**src/hw/rtl/pfl_pkg.sv**
```systemverilog
// Package for the page free list allocator: sizes, codes, FSM states and the
// link memory request bundle. No dependencies.
`default_nettype none

package pfl_pkg;

    localparam int MAX_PAGES = 1024;
    localparam int PAGE_W    = $clog2(MAX_PAGES);
    localparam int COUNT_W   = PAGE_W + 1;

    // stream payload widths, rounded up to whole bytes
    localparam int S_DATA_W  = ((PAGE_W + 7) / 8) * 8;
    localparam int M_DATA_W  = ((PAGE_W + 2 + 7) / 8) * 8;

    typedef logic [PAGE_W-1:0]  page_t;
    typedef logic [COUNT_W-1:0] count_t;

    typedef enum logic {
        OP_ALLOC = 1'b0,
        OP_FREE  = 1'b1
    } op_t;

    typedef enum logic [1:0] {
        ST_OK     = 2'd0,
        ST_REJECT = 2'd1,
        ST_FULL   = 2'd2
    } status_t;

    typedef enum logic [2:0] {
        S_IDLE,
        S_DECODE,
        S_POP_WAIT,
        S_WALK,
        S_LINK_END,
        S_DONE
    } state_t;

    typedef struct packed {
        logic  wr_en;
        page_t wr_addr;
        page_t wr_data;
        logic  rd_en;
        page_t rd_addr;
    } mem_req_t;

endpackage

`default_nettype wire

```
**src/hw/rtl/pfl_ctrl.sv**
```systemverilog
// Allocator sequencer: list head, page count, tail walk and result register.
// Depends on pfl_pkg; drives the link memory through a mem_req_t bundle.
`default_nettype none

module pfl_ctrl (
    input  wire logic              aclk,
    input  wire logic              aresetn,
    input  wire logic              in_valid,
    output logic                   in_ready,
    input  wire logic              in_op,
    input  wire pfl_pkg::page_t    in_page,
    output logic                   out_valid,
    input  wire logic              out_ready,
    output pfl_pkg::page_t         out_page,
    output logic [1:0]             out_status,
    output pfl_pkg::mem_req_t      mem_req,
    input  wire pfl_pkg::page_t    mem_rd_data
);
    import pfl_pkg::*;

    state_t  state_reg, state_next;
    page_t   head_reg, head_next;
    count_t  used_reg, used_next;
    page_t   tail_reg, tail_next;
    op_t     op_reg, op_next;
    page_t   page_reg, page_next;
    page_t   res_page_reg, res_page_next;
    status_t res_status_reg, res_status_next;
    logic    out_valid_reg, out_valid_next;
    page_t   out_page_reg, out_page_next;
    status_t out_status_reg, out_status_next;

    logic head_empty, can_grow, free_bad, out_free, walk_end, walk_dup;

    assign head_empty = (head_reg == '0);
    assign can_grow   = (used_reg < COUNT_W'(MAX_PAGES));
    assign free_bad   = (page_reg == '0) || ({1'b0, page_reg} >= used_reg);
    assign out_free   = !out_valid_reg || out_ready;
    assign walk_end   = (mem_rd_data == '0);
    assign walk_dup   = (mem_rd_data == page_reg);

    // next state
    always_comb begin
        state_next = state_reg;
        unique case (state_reg)
            S_IDLE: begin
                if (in_valid) state_next = S_DECODE;
            end
            S_DECODE: begin
                if (op_reg == OP_ALLOC) begin
                    state_next = head_empty ? S_DONE : S_POP_WAIT;
                end else if (free_bad || head_empty || head_reg == page_reg) begin
                    state_next = S_DONE;
                end else begin
                    state_next = S_WALK;
                end
            end
            S_POP_WAIT: state_next = S_DONE;
            S_WALK: begin
                if (walk_end)      state_next = S_LINK_END;
                else if (walk_dup) state_next = S_DONE;
            end
            S_LINK_END: state_next = S_DONE;
            S_DONE: begin
                if (out_free) state_next = S_IDLE;
            end
            default: state_next = S_IDLE;
        endcase
    end

    // datapath and memory controls
    always_comb begin
        head_next       = head_reg;
        used_next       = used_reg;
        tail_next       = tail_reg;
        op_next         = op_reg;
        page_next       = page_reg;
        res_page_next   = res_page_reg;
        res_status_next = res_status_reg;
        out_valid_next  = out_valid_reg;
        out_page_next   = out_page_reg;
        out_status_next = out_status_reg;
        mem_req         = '0;
        in_ready        = 1'b0;

        if (out_valid_reg && out_ready) out_valid_next = 1'b0;

        unique case (state_reg)
            S_IDLE: begin
                in_ready  = 1'b1;
                op_next   = op_t'(in_op);
                page_next = in_page;
            end
            S_DECODE: begin
                res_page_next   = '0;
                res_status_next = ST_OK;
                if (op_reg == OP_ALLOC) begin
                    if (!head_empty) begin
                        mem_req.rd_en   = 1'b1;
                        mem_req.rd_addr = head_reg;
                    end else if (can_grow) begin
                        // fresh page: its link starts at end of list
                        mem_req.wr_en   = 1'b1;
                        mem_req.wr_addr = used_reg[PAGE_W-1:0];
                        mem_req.wr_data = '0;
                        res_page_next   = used_reg[PAGE_W-1:0];
                        used_next       = used_reg + COUNT_W'(1);
                    end else begin
                        res_status_next = ST_FULL;
                    end
                end else if (free_bad || (!head_empty && head_reg == page_reg)) begin
                    res_status_next = ST_REJECT;
                end else if (head_empty) begin
                    mem_req.wr_en   = 1'b1;
                    mem_req.wr_addr = page_reg;
                    mem_req.wr_data = '0;
                    head_next       = page_reg;
                end else begin
                    mem_req.rd_en   = 1'b1;
                    mem_req.rd_addr = head_reg;
                    tail_next       = head_reg;
                end
            end
            S_POP_WAIT: begin
                res_page_next = head_reg;
                head_next     = mem_rd_data;
            end
            S_WALK: begin
                if (walk_end) begin
                    mem_req.wr_en   = 1'b1;
                    mem_req.wr_addr = tail_reg;
                    mem_req.wr_data = page_reg;
                end else if (walk_dup) begin
                    res_status_next = ST_REJECT;
                end else begin
                    mem_req.rd_en   = 1'b1;
                    mem_req.rd_addr = mem_rd_data;
                    tail_next       = mem_rd_data;
                end
            end
            S_LINK_END: begin
                mem_req.wr_en   = 1'b1;
                mem_req.wr_addr = page_reg;
                mem_req.wr_data = '0;
            end
            S_DONE: begin
                if (out_free) begin
                    out_valid_next  = 1'b1;
                    out_page_next   = res_page_reg;
                    out_status_next = res_status_reg;
                end
            end
            default: ;
        endcase
    end

    always_ff @(posedge aclk) begin
        if (!aresetn) begin
            state_reg     <= S_IDLE;
            head_reg      <= '0;
            used_reg      <= COUNT_W'(1);
            out_valid_reg <= 1'b0;
        end else begin
            state_reg     <= state_next;
            head_reg      <= head_next;
            used_reg      <= used_next;
            out_valid_reg <= out_valid_next;
        end
    end

    always_ff @(posedge aclk) begin
        tail_reg       <= tail_next;
        op_reg         <= op_next;
        page_reg       <= page_next;
        res_page_reg   <= res_page_next;
        res_status_reg <= res_status_next;
        out_page_reg   <= out_page_next;
        out_status_reg <= out_status_next;
    end

    assign out_valid  = out_valid_reg;
    assign out_page   = out_page_reg;
    assign out_status = out_status_reg;

    // the link port never reads and writes in the same cycle
    assert property (@(posedge aclk) disable iff (!aresetn)
        !(mem_req.wr_en && mem_req.rd_en))
        else $error("link memory read and write collide");

    // page count stays within the header page and the store size
    assert property (@(posedge aclk) disable iff (!aresetn)
        (used_reg != '0) && (used_reg <= COUNT_W'(MAX_PAGES)))
        else $error("page count out of range");

    // the list head is always a page that has been handed out
    assert property (@(posedge aclk) disable iff (!aresetn)
        head_empty || ({1'b0, head_reg} < used_reg))
        else $error("list head beyond page count");

    // a failed allocate or any free reports page zero
    assert property (@(posedge aclk) disable iff (!aresetn)
        (out_valid_reg && out_status_reg != ST_OK) |-> (out_page_reg == '0))
        else $error("nonzero page with error status");

    // a new item is taken only after the previous result left the sequencer
    assert property (@(posedge aclk) disable iff (!aresetn)
        (state_reg == S_DONE && out_free) |=> (state_reg == S_IDLE && out_valid_reg))
        else $error("result not registered on completion");

endmodule

`default_nettype wire

```
**config.mk**
```make
export PLATFORM = sky130hd
export DESIGN_NAME = pfl_ctrl
export DESIGN_NICKNAME = d
export VERILOG_FILES = /design/src/hw/rtl/pfl_pkg.sv /design/src/hw/rtl/pfl_ctrl.sv
export SDC_FILE = /design/constraint.sdc
export NUM_CORES = 1
export LEC_CHECK = 0
export ABC_CLOCK_PERIOD_IN_PS = 4400
export BUFFER_PORTS_ARGS = -buffer_cell sky130_fd_sc_hd__clkbuf_2
export CAP_MARGIN = 20
export CELL_PAD_IN_SITES_DETAIL_PLACEMENT = 1
export CELL_PAD_IN_SITES_GLOBAL_PLACEMENT = 1
export CORE_UTILIZATION = 30
export CTS_BUF_LIST = sky130_fd_sc_hd__clkbuf_4 sky130_fd_sc_hd__clkbuf_8 sky130_fd_sc_hd__clkbuf_16
export DETAILED_ROUTE_END_ITERATION = 12
export PLACE_DENSITY_LB_ADDON = 0.1
export SETUP_SLACK_MARGIN = 0.1
export SYNTH_ARGS = -nofsm -noshare
export SYNTH_HDL_FRONTEND = slang
export SYNTH_SLANG_ARGS = --single-unit
```
**constraint.sdc**
```tcl
create_clock -name aclk -period 4.4 [get_ports aclk]
set_input_delay 0.88 -clock aclk [delete_from_list [all_inputs] [get_ports aclk]]
set_output_delay 0.88 -clock aclk [all_outputs]
set_load 0.02 [all_outputs]
```
==> flow_summary.json, run 1 <==
{
  "status": "completed",
  "clk_path_buf_depth": 2,
  "cap_violations": 0,
  "cts_tree": "done",
  "synth-edff-count": 45,
  "critPathRequiredTime_ps": 3520,
  "io_buffers": 70,
  "n_antenna_cell": 0,
  "final_common_cell": "clkbuf_2",
  "ys_types": 50,
  "grt_remaining_overflow": 0,
  "wl_met1_microns": 5690,
  "r2r_slack_ps": 1550,
  "reg2regPathDepth": 7,
  "preCtsSetupSlack_ps": 890,
  "dpl-instance-area_sq_um": 4450,
  "critPathCapture": "mem_req[7]",
  "reg2reg_from": "head_reg[9]",
  "cts_root_buffer": "clkbuf_16",
  "mappedNetlistNets": 394,
  "critPathBufInv": 1,
  "ys_seq_elements": 70,
  "wl_met3_microns": 476,
  "wl_microns": 12100,
  "fin_util_pct": 38.7,
  "post-route-min-period_ps": 3940,
  "cts_max_level": 3,
  "synth-main-ff-cell": "edfxtp_1",
  "tns_ps": 0,
  "setup_viol": 0,
  "fill_cells": 1408,
  "drt-wirelength-per-cell_microns": 19.9,
  "cts_hold_buffers": 0,
  "critPathMaxFanout": 15,
  "num_rows": 40,
  "dieArea_sq_um": 13200,
  "critPathLaunchType": "flop",
  "core_sq_um": 12200,
  "worstSetupPathDepth": 7,
  "synth-seq-area-share_pct": 48.4,
  "cts_sinks": 70,
  "hold_violations": 0,
  "gp_congestion": 0.792,
  "skew_ps": 10.3,
  "start_util_pct": 31.3,
  "final_net_count": 473,
  "dp_hpwl_microns": 9170,
  "hold_class": "reg2reg",
  "avgSynthCellArea_sq_um": 10.7,
  "grt_pass1_vias": 3222,
  "endpoint_kind": "output pin",
  "drive_above_1_share_pct": 28.1,
  "regToRegEndpoint": "tail_reg[2]",
  "vias": 3090,
  "areaGrowthSynthToFinish_pct": 23.4,
  "wl_met2_microns": 5740,
  "numCtsBuffers": 9,
  "vias_per_cell": 5.07,
  "finalMaxSlewViolations": 0,
  "postCtsSetupRepairBufs": 0,
  "die_w_microns": 115,
  "crit_arrival_ps": 3060,
  "leakage_uw": 0.00198,
  "cp_cell_sequence": "nor4_2, nand3_2, nand4_1, nand3_1, a21oi_2, a22o_1, clkbuf_2",
  "top_layer": "met4",
  "power-per-cell-area_nw_per_um2": 659,
  "async_flop_share_pct": 0,
  "drtAntennaViolNets": 0,
  "pin_count": 71,
  "layout_common_cells": "clkbuf_2, edfxtp_1, dfxtp_1",
  "crit_family": "simple AND/OR/NAND/NOR gates",
  "rsz0062_at_grt": "no",
  "final_area_sq_um": 4720,
  "yosysWarningCount": 0,
  "crit_start": "head_reg[9]",
  "grt_antenna_before_repair": 0,
  "largest_reg_flops": 11,
  "criticalPathCategory": "reg2out",
  "total_power_uw": 3110,
  "drc": 0,
  "first_pass_iters": 4,
  "worst_path_largest_cell_delay_ps": 520,
  "clk_latency_ps": 340,
  "ctsResizeCount": 0,
  "setup_slack_ps": 459,
  "grt_pass1_wl_microns": 18800,
  "grt_max_degree": 26,
  "slew_headroom_pct": 28.4,
  "syn_inst": 358,
  "grt.total_usage_pct": 19.8,
  "worstMarginPinSlew_ps": 1050,
  "clock.fmax_mhz": 254,
  "drt_iter0_markers": 108,
  "ir_worst_vdd_mv": 0.401,
  "synth.cell_area_sq_um": 3820,
  "clk_pin_slew_ps": 60,
  "slowest_stage": "a21oi_2",
  "fin_crit_sh_pct": 89.6,
  "die-height_microns": 115
}
-- power by group --
| part | leakage, uW | total (uW) | switching (uW) | internal (uW) |
|---|---|---|---|---|
| Sequential | 0.000634 | 1130 | 185 | 945 |
| Combinational | 0.00121 | 1320 | 851 | 465 |
| Clock | 0.000132 | 664 | 279 | 385 |
-- per-layer routing --
metal | track usage [%] | vias up
li1 | - | 1512
met1 | 25.7 | 1473
met2 | 32.4 | 87
met3 | 3.64 | 18
met4 | 8.05 | 0
met5 | 0 | -
-- Yosys cell counts (2+ instances only) --
| master | number | area, sq um |
|---|---|---|
| nand2_1 | 19 | 71.3 |
| a21o_1 | 2 | 15.0 |
| ha_1 | 11 | 138 |
| nor3_1 | 14 | 70.1 |
| nor4_2 | 2 | 25.0 |
| dfxtp_1 | 25 | 500 |
| nand4_1 | 5 | 31.3 |
| mux2i_1 | 8 | 80.1 |
| a221o_1 | 10 | 100 |
| o311a_1 | 12 | 120 |
| nor2_1 | 19 | 71.3 |
| or3_1 | 2 | 12.5 |
| nor2b_1 | 3 | 18.8 |
| or2_2 | 2 | 12.5 |
| nand3_1 | 10 | 50.1 |
| and2_1 | 18 | 113 |
| xnor2_1 | 10 | 87.6 |
| inv_1 | 14 | 52.6 |
| clkbuf_1 | 15 | 56.3 |
| buf_2 | 3 | 15.0 |
| edfxtp_1 | 45 | 1350 |
| xor2_1 | 18 | 158 |
| and3_1 | 5 | 31.3 |
| mux2_2 | 8 | 90.1 |
| nand2b_1 | 6 | 37.5 |
| a21oi_1 | 8 | 40.0 |
| a22o_1 | 18 | 158 |
| o21ai_0 | 17 | 85.1 |
| o2bb2ai_1 | 2 | 17.5 |
| nor4_1 | 7 | 43.8 |
-- worst min-delay path by stage --
stage,start,slack (ps),cells after the start,end
2_1_floorplan,res_page_reg[0],400,0,out_page[0]
3_3_place_gp,res_page_reg[4],400,0,out_page[4]
3_5_place_dp,res_page_reg[9],410,0,out_page[9]
4_1_cts,res_page_reg[9],420,0,out_page[9]
5_1_grt,res_page_reg[8],420,0,out_page[8]
6_report,res_page_reg[7],420,0,out_page[7]
-- cells by family after synthesis --
| logic type | Yosys count | synth area share [%] |
|---|---|---|
| xor gates and xnor gates | 28 | 6.41 |
| DFF | 70 | 48.4 |
| AOI/OAI and AO/OA | 78 | 15.9 |
| adders and majority gates | 11 | 3.60 |
| and+or+nand+nor | 122 | 17.9 |
| muxes | 16 | 4.45 |
| buffers and inverters | 33 | 3.34 |
-- layout make-up --
class | instances | area, sq um | area share [%]
Multi-Input combinational cell | 255 | 1860 | 39.3
Inverter | 14 | 52.6 | 1.11
Clock buffer | 10 | 233 | 4.93
Clock inverter | 6 | 38.8 | 0.822
Tap cell | 168 | 210 | 4.45
Sequential cell | 70 | 1850 | 39.2
Timing Repair Buffer | 87 | 478 | 10.1
-- through the flow --
step,hold slack (ps),instances
after floorplan,400,358
after detailed placement,406,594
final,417,610
after CTS,418,610
after global routing,424,610
after global placement,401,594
(Power assumes the default switching activity.)
==> run 2, diff against run 1 <==
--- a/config.mk
+++ b/config.mk
@@ -10,10 +10,12 @@
 export CAP_MARGIN = 20
 export CELL_PAD_IN_SITES_DETAIL_PLACEMENT = 1
 export CELL_PAD_IN_SITES_GLOBAL_PLACEMENT = 1
+export CORE_MARGIN = 2
 export CORE_UTILIZATION = 30
 export CTS_BUF_LIST = sky130_fd_sc_hd__clkbuf_4 sky130_fd_sc_hd__clkbuf_8 sky130_fd_sc_hd__clkbuf_16
 export DETAILED_ROUTE_END_ITERATION = 12
 export PLACE_DENSITY_LB_ADDON = 0.1
+export REMOVE_ABC_BUFFERS = 1
 export SETUP_SLACK_MARGIN = 0.1
 export SYNTH_ARGS = -nofsm -noshare
 export SYNTH_HDL_FRONTEND = slang
==> flow_summary.json, run 2 (synthesis gave the netlist of run 1 again) <==
{
  "clkPwrFrac_pct": 21.2,
  "tns_ps": 0,
  "ctsResizeCount": 0,
  "post-route-min-period_ps": 3920,
  "status": "completed",
  "numCtsBuffers": 9,
  "dp.cells": 591,
  "final_common_cell": "clkbuf_2",
  "worst_path_largest_cell_delay_ps": 560,
  "endpoint_kind": "output pin",
  "cap_violations": 0,
  "first_pass_iters": 4,
  "grt_pass1_wl_microns": 18600,
  "die-height_microns": 117,
  "power-per-cell-area_nw_per_um2": 659,
  "skew_ps": 6.86,
  "worstMarginPinSlew_ps": 1010,
  "rsz0062_at_grt": "no",
  "setup_slack_ps": 483,
  "p_int_uw": 1790,
  "grt.total_usage_pct": 18.7,
  "drt_iter0_markers": 165,
  "num_rows": 41,
  "wl_microns": 11900,
  "clk_path_buf_depth": 2,
  "grt_max_degree": 32,
  "drt-wirelength-per-cell_microns": 19.7,
  "fin_util_pct": 37.3,
  "crit_family": "compound AO/OA/AOI/OAI gates",
  "core_sq_um": 12500,
  "hold_violations": 0,
  "postCtsSetupRepairBufs": 0,
  "slowest_stage": "a21oi_2",
  "ir_worst_vdd_mv": 0.288,
  "drtAntennaViolNets": 0,
  "instances_no_fill": 607,
  "cts_max_level": 3,
  "switchingPower_uw": 1290,
  "io_buffers": 70,
  "start_util_pct": 30.6,
  "finalMaxSlewViolations": 0,
  "slew_headroom_pct": 32.8,
  "combPwrFrac_pct": 40.6,
  "cts_tree": "done",
  "grt_antenna_before_repair": 0,
  "vias_per_cell": 5.18,
  "p_sw_share_pct": 41.9,
  "layout_common_cells": "clkbuf_2, edfxtp_1, dfxtp_1",
  "cts_hold_buffers": 0,
  "p_seq_share_pct": 38.2,
  "vias": 3145,
  "dp_hpwl_microns": 8790,
  "critPathRequiredTime_ps": 3520,
  "critPathMaxFanout": 10,
  "cp_cell_sequence": "ha_1, a21o_1, a31oi_1, o311a_1, nand3_1, a21oi_2, a22o_1, clkbuf_2",
  "drc": 0,
  "setup_viol": 0,
  "fin_crit_sh_pct": 89.0,
  "final_net_count": 466,
  "largest_reg_flops": 11,
  "preCtsSetupSlack_ps": 826,
  "leakage_uw": 0.00194,
  "crit_arrival_ps": 3040,
  "dieArea_sq_um": 13700,
  "critPathBufInv": 1,
  "n_antenna_cell": 0,
  "gp_congestion": 0.813,
  "hold_class": "reg2reg",
  "cts_sinks": 70,
  "drive_above_1_share_pct": 26.2,
  "clk_pin_slew_ps": 60,
  "critPathLaunchType": "flop",
  "grt_remaining_overflow": 0,
  "min_path_cells": 0,
  "reg2regPathDepth": 8,
  "worstSetupPathDepth": 8,
  "clock.fmax_mhz": 255,
  "cts_root_buffer": "clkbuf_16",
  "criticalPathCategory": "reg2out",
  "die_w_microns": 117,
  "grt_pass1_vias": 3317,
  "areaGrowthSynthToFinish_pct": 22.0,
  "clk_latency_ps": 340,
  "pin_count": 71
}
## run 2: cell types whose count changed in the layout (fill, tap and decap cells not counted), sizes merged
cell / before / now
buf: 17 / 10
clkbuf: 80 / 82
clkinvlp: 2 / 0
## run 2: stage by stage
stage / instance area, sq um / power, uW / hold WS, ps
2_1_floorplan: 3750 / 1930 / 400
3_3_place_gp: 4400 / 2410 / 401
3_5_place_dp: 4400 / 2440 / 407
4_1_cts: 4670 / 3100 / 419
5_1_grt: 4670 / 3290 / 428
6_report: 4670 / 3080 / 418
## run 2: worst paths after layout
check	start	endpoint	slack, ps
hold reg to reg	res_page_reg[6]	out_page[6]	420
setup / recovery	page_reg[2]	mem_req[0]	480
hold / removal	res_page_reg[6]	out_page[6]	420
setup reg to reg	page_reg[2]	tail_reg[4]	1600
## run 2: cell type report
class,count,area (sq um)
Clock buffer,12,248
Clock inverter,4,16.3
Fill cell,1454,7850
Inverter,14,52.6
Multi-Input combinational cell,255,1860
Sequential cell,70,1850
Tap cell,172,215
Timing Repair Buffer,80,425
## run 2: power groups by stage
stage | Combinational [uW] | Clock (uW) | Sequential (uW)
global route | 1380 | 701 | 1200
floorplan | 820 | 0 | 1110
detailed placement | 1250 | 0 | 1190
finish | 1250 | 652 | 1180
CTS | 1260 | 673 | 1180
global placement | 1230 | 0 | 1180
## run 2: per-layer routing
| layer | up-vias | global-route usage [%] | share of wire [%] |
|---|---|---|---|
| met5 | - | 0 | 0 |
| met1 | 1550 | 23.2 | 44 |
| met2 | 79 | 31.8 | 49 |
| met3 | 20 | 3.45 | 4.3 |
| met4 | 0 | 8.31 | 2.4 |
| li1 | 1496 | - | - |
==> run 3, diff against run 2 <==
--- a/config.mk
+++ b/config.mk
@@ -11,7 +11,7 @@
 export CELL_PAD_IN_SITES_DETAIL_PLACEMENT = 1
 export CELL_PAD_IN_SITES_GLOBAL_PLACEMENT = 1
 export CORE_MARGIN = 2
-export CORE_UTILIZATION = 30
+export CORE_UTILIZATION = 43
 export CTS_BUF_LIST = sky130_fd_sc_hd__clkbuf_4 sky130_fd_sc_hd__clkbuf_8 sky130_fd_sc_hd__clkbuf_16
 export DETAILED_ROUTE_END_ITERATION = 12
 export PLACE_DENSITY_LB_ADDON = 0.1
==> flow_summary.json, run 3 (synthesis gave the netlist of run 1 again) <==
{
  "dieArea_sq_um": 9670,
  "status": "completed",
  "endpoint_kind": "output pin",
  "tns_ps": 0,
  "io_buffers": 70,
  "criticalPathCategory": "reg2out",
  "cts_tree": "done",
  "slowest_stage": "edfxtp_1",
  "fin_crit_sh_pct": 87.6,
  "dp_hpwl_microns": 8200,
  "die_w_microns": 98.3,
  "drc": 0,
  "critPathLaunchType": "flop",
  "grt_max_degree": 32,
  "core_sq_um": 8680,
  "leakage_uw": 0.00191,
  "fin_hold_ws_ps": 420,
  "hold_class": "reg2reg",
  "wl_met2_microns": 5800,
  "r2r_slack_ps": 1650,
  "fin_util_pct": 52.3,
  "vias_per_cell": 5.83,
  "p_int_uw": 1730,
  "clk_path_buf_depth": 2,
  "top_layer": "met4",
  "final_area_sq_um": 4540,
  "drt_iter0_markers": 166,
  "ctsResizeCount": 0,
  "crit_arrival_ps": 2970,
  "grt.total_usage_pct": 24.2,
  "rsz0062_at_grt": "no",
  "grt_pass1_wl_microns": 18000,
  "combPwrFrac_pct": 41.1,
  "p_sw_share_pct": 41.7,
  "cts_sinks": 70,
  "vias": 3159,
  "ir_worst_vdd_mv": 0.284,
  "power-per-cell-area_nw_per_um2": 654,
  "dpl-instance-area_sq_um": 4310,
  "cts_hold_buffers": 0,
  "clk_latency_ps": 340,
  "grt_antenna_before_repair": 0,
  "total_power_uw": 2970,
  "switchingPower_uw": 1240,
  "num_rows": 34,
  "slew_headroom_pct": 33.6,
  "clkPwrFrac_pct": 19.2,
  "cts_max_level": 3,
  "wl_met1_microns": 4800,
  "worst_path_largest_cell_delay_ps": 570,
  "final_common_cell": "clkbuf_2",
  "wl_microns": 11200,
  "skew_ps": 9.61,
  "numCtsBuffers": 9,
  "worstMarginPinSlew_ps": 994,
  "cts_root_buffer": "clkbuf_8",
  "drive_above_1_share_pct": 26.5,
  "start_util_pct": 44.1,
  "post-route-min-period_ps": 3850,
  "clk_pin_slew_ps": 70,
  "grt_remaining_overflow": 0,
  "cap_violations": 0,
  "first_pass_iters": 4,
  "setup_viol": 0,
  "gp_congestion": 0.831,
  "layout_common_cells": "clkbuf_2, edfxtp_1, dfxtp_1",
  "critPathRequiredTime_ps": 3520,
  "die-height_microns": 98.3,
  "drtAntennaViolNets": 0,
  "p_seq_share_pct": 39.7,
  "finalMaxSlewViolations": 0,
  "clock.fmax_mhz": 259,
  "n_antenna_cell": 0,
  "final_net_count": 465,
  "areaGrowthSynthToFinish_pct": 18.6,
  "hold_violations": 0,
  "cp_cell_sequence": "ha_1, a21oi_1, a21o_1, o311a_1, nand3_1, a21oi_2, a22o_1, clkbuf_2",
  "drt-wirelength-per-cell_microns": 20.8,
  "largest_reg_flops": 11,
  "critPathMaxFanout": 10,
  "postCtsSetupRepairBufs": 0,
  "grt_pass1_vias": 3285,
  "pin_count": 71,
  "wl_met3_microns": 478
}
## run 3: changes by cell type in the layout (fill, tap and decap cells not counted), sizes merged
cell and delta:
buf -1, clkinvlp +1, bufinv +2, clkinv -3
## run 3: path summary, 6_finish.rpt
check / from / end / cells after the start
max: page_reg[9] / mem_req[2] / 8
min: res_page_reg[4] / out_page[4] / 0
min reg2reg: res_page_reg[4] / out_page[4] / 0
max reg2reg: page_reg[9] / tail_reg[3] / 8
## run 3: power groups by stage
stage | combinational [uW] | clock, uW | sequential, uW
6_report | 1220 | 569 | 1180
5_1_grt | 1340 | 611 | 1200
4_1_cts | 1210 | 580 | 1180
3_5_place_dp | 1210 | 0 | 1190
3_3_place_gp | 1170 | 0 | 1180
2_1_floorplan | 820 | 0 | 1110
## run 3: final cells by class
type / instances / area [sq um]
clock buffers: 12 / 146
clock inverters: 4 / 71.3
fillers: 977 / 4140
inverters: 14 / 52.6
multi-input cells: 255 / 1860
flip-flops and latches: 70 / 1850
well taps: 108 / 135
repair buffers: 79 / 422
## run 3: layer usage
| metal | vias up | track usage [%] |
|---|---|---|
| met4 | 0 | 7.69 |
| li1 | 1494 | - |
| met3 | 12 | 3.72 |
| met1 | 1563 | 30.6 |
| met2 | 90 | 42.3 |
| met5 | - | 0 |
## run 3: worst max-delay path: cells and delay by family, from the launching register on
kind                     cells  cell delay, ps
AND/OR/NAND/NOR              1             240
AO/OA/AOI/OAI                5            1260
flip-flops                   1             570
adder cells (fa/ha/maj)      1             390
buffers and inverters        1             160
## run 3: stage by stage
| step | worst slack (ps) | std cells |
|---|---|---|
| 5_1_grt | 387 | 542 |
| 4_1_cts | 533 | 541 |
| 3_3_place_gp | 906 | 525 |
| 2_1_floorplan | 1220 | 339 |
| 3_5_place_dp | 846 | 525 |
| 6_report | 545 | 542 |
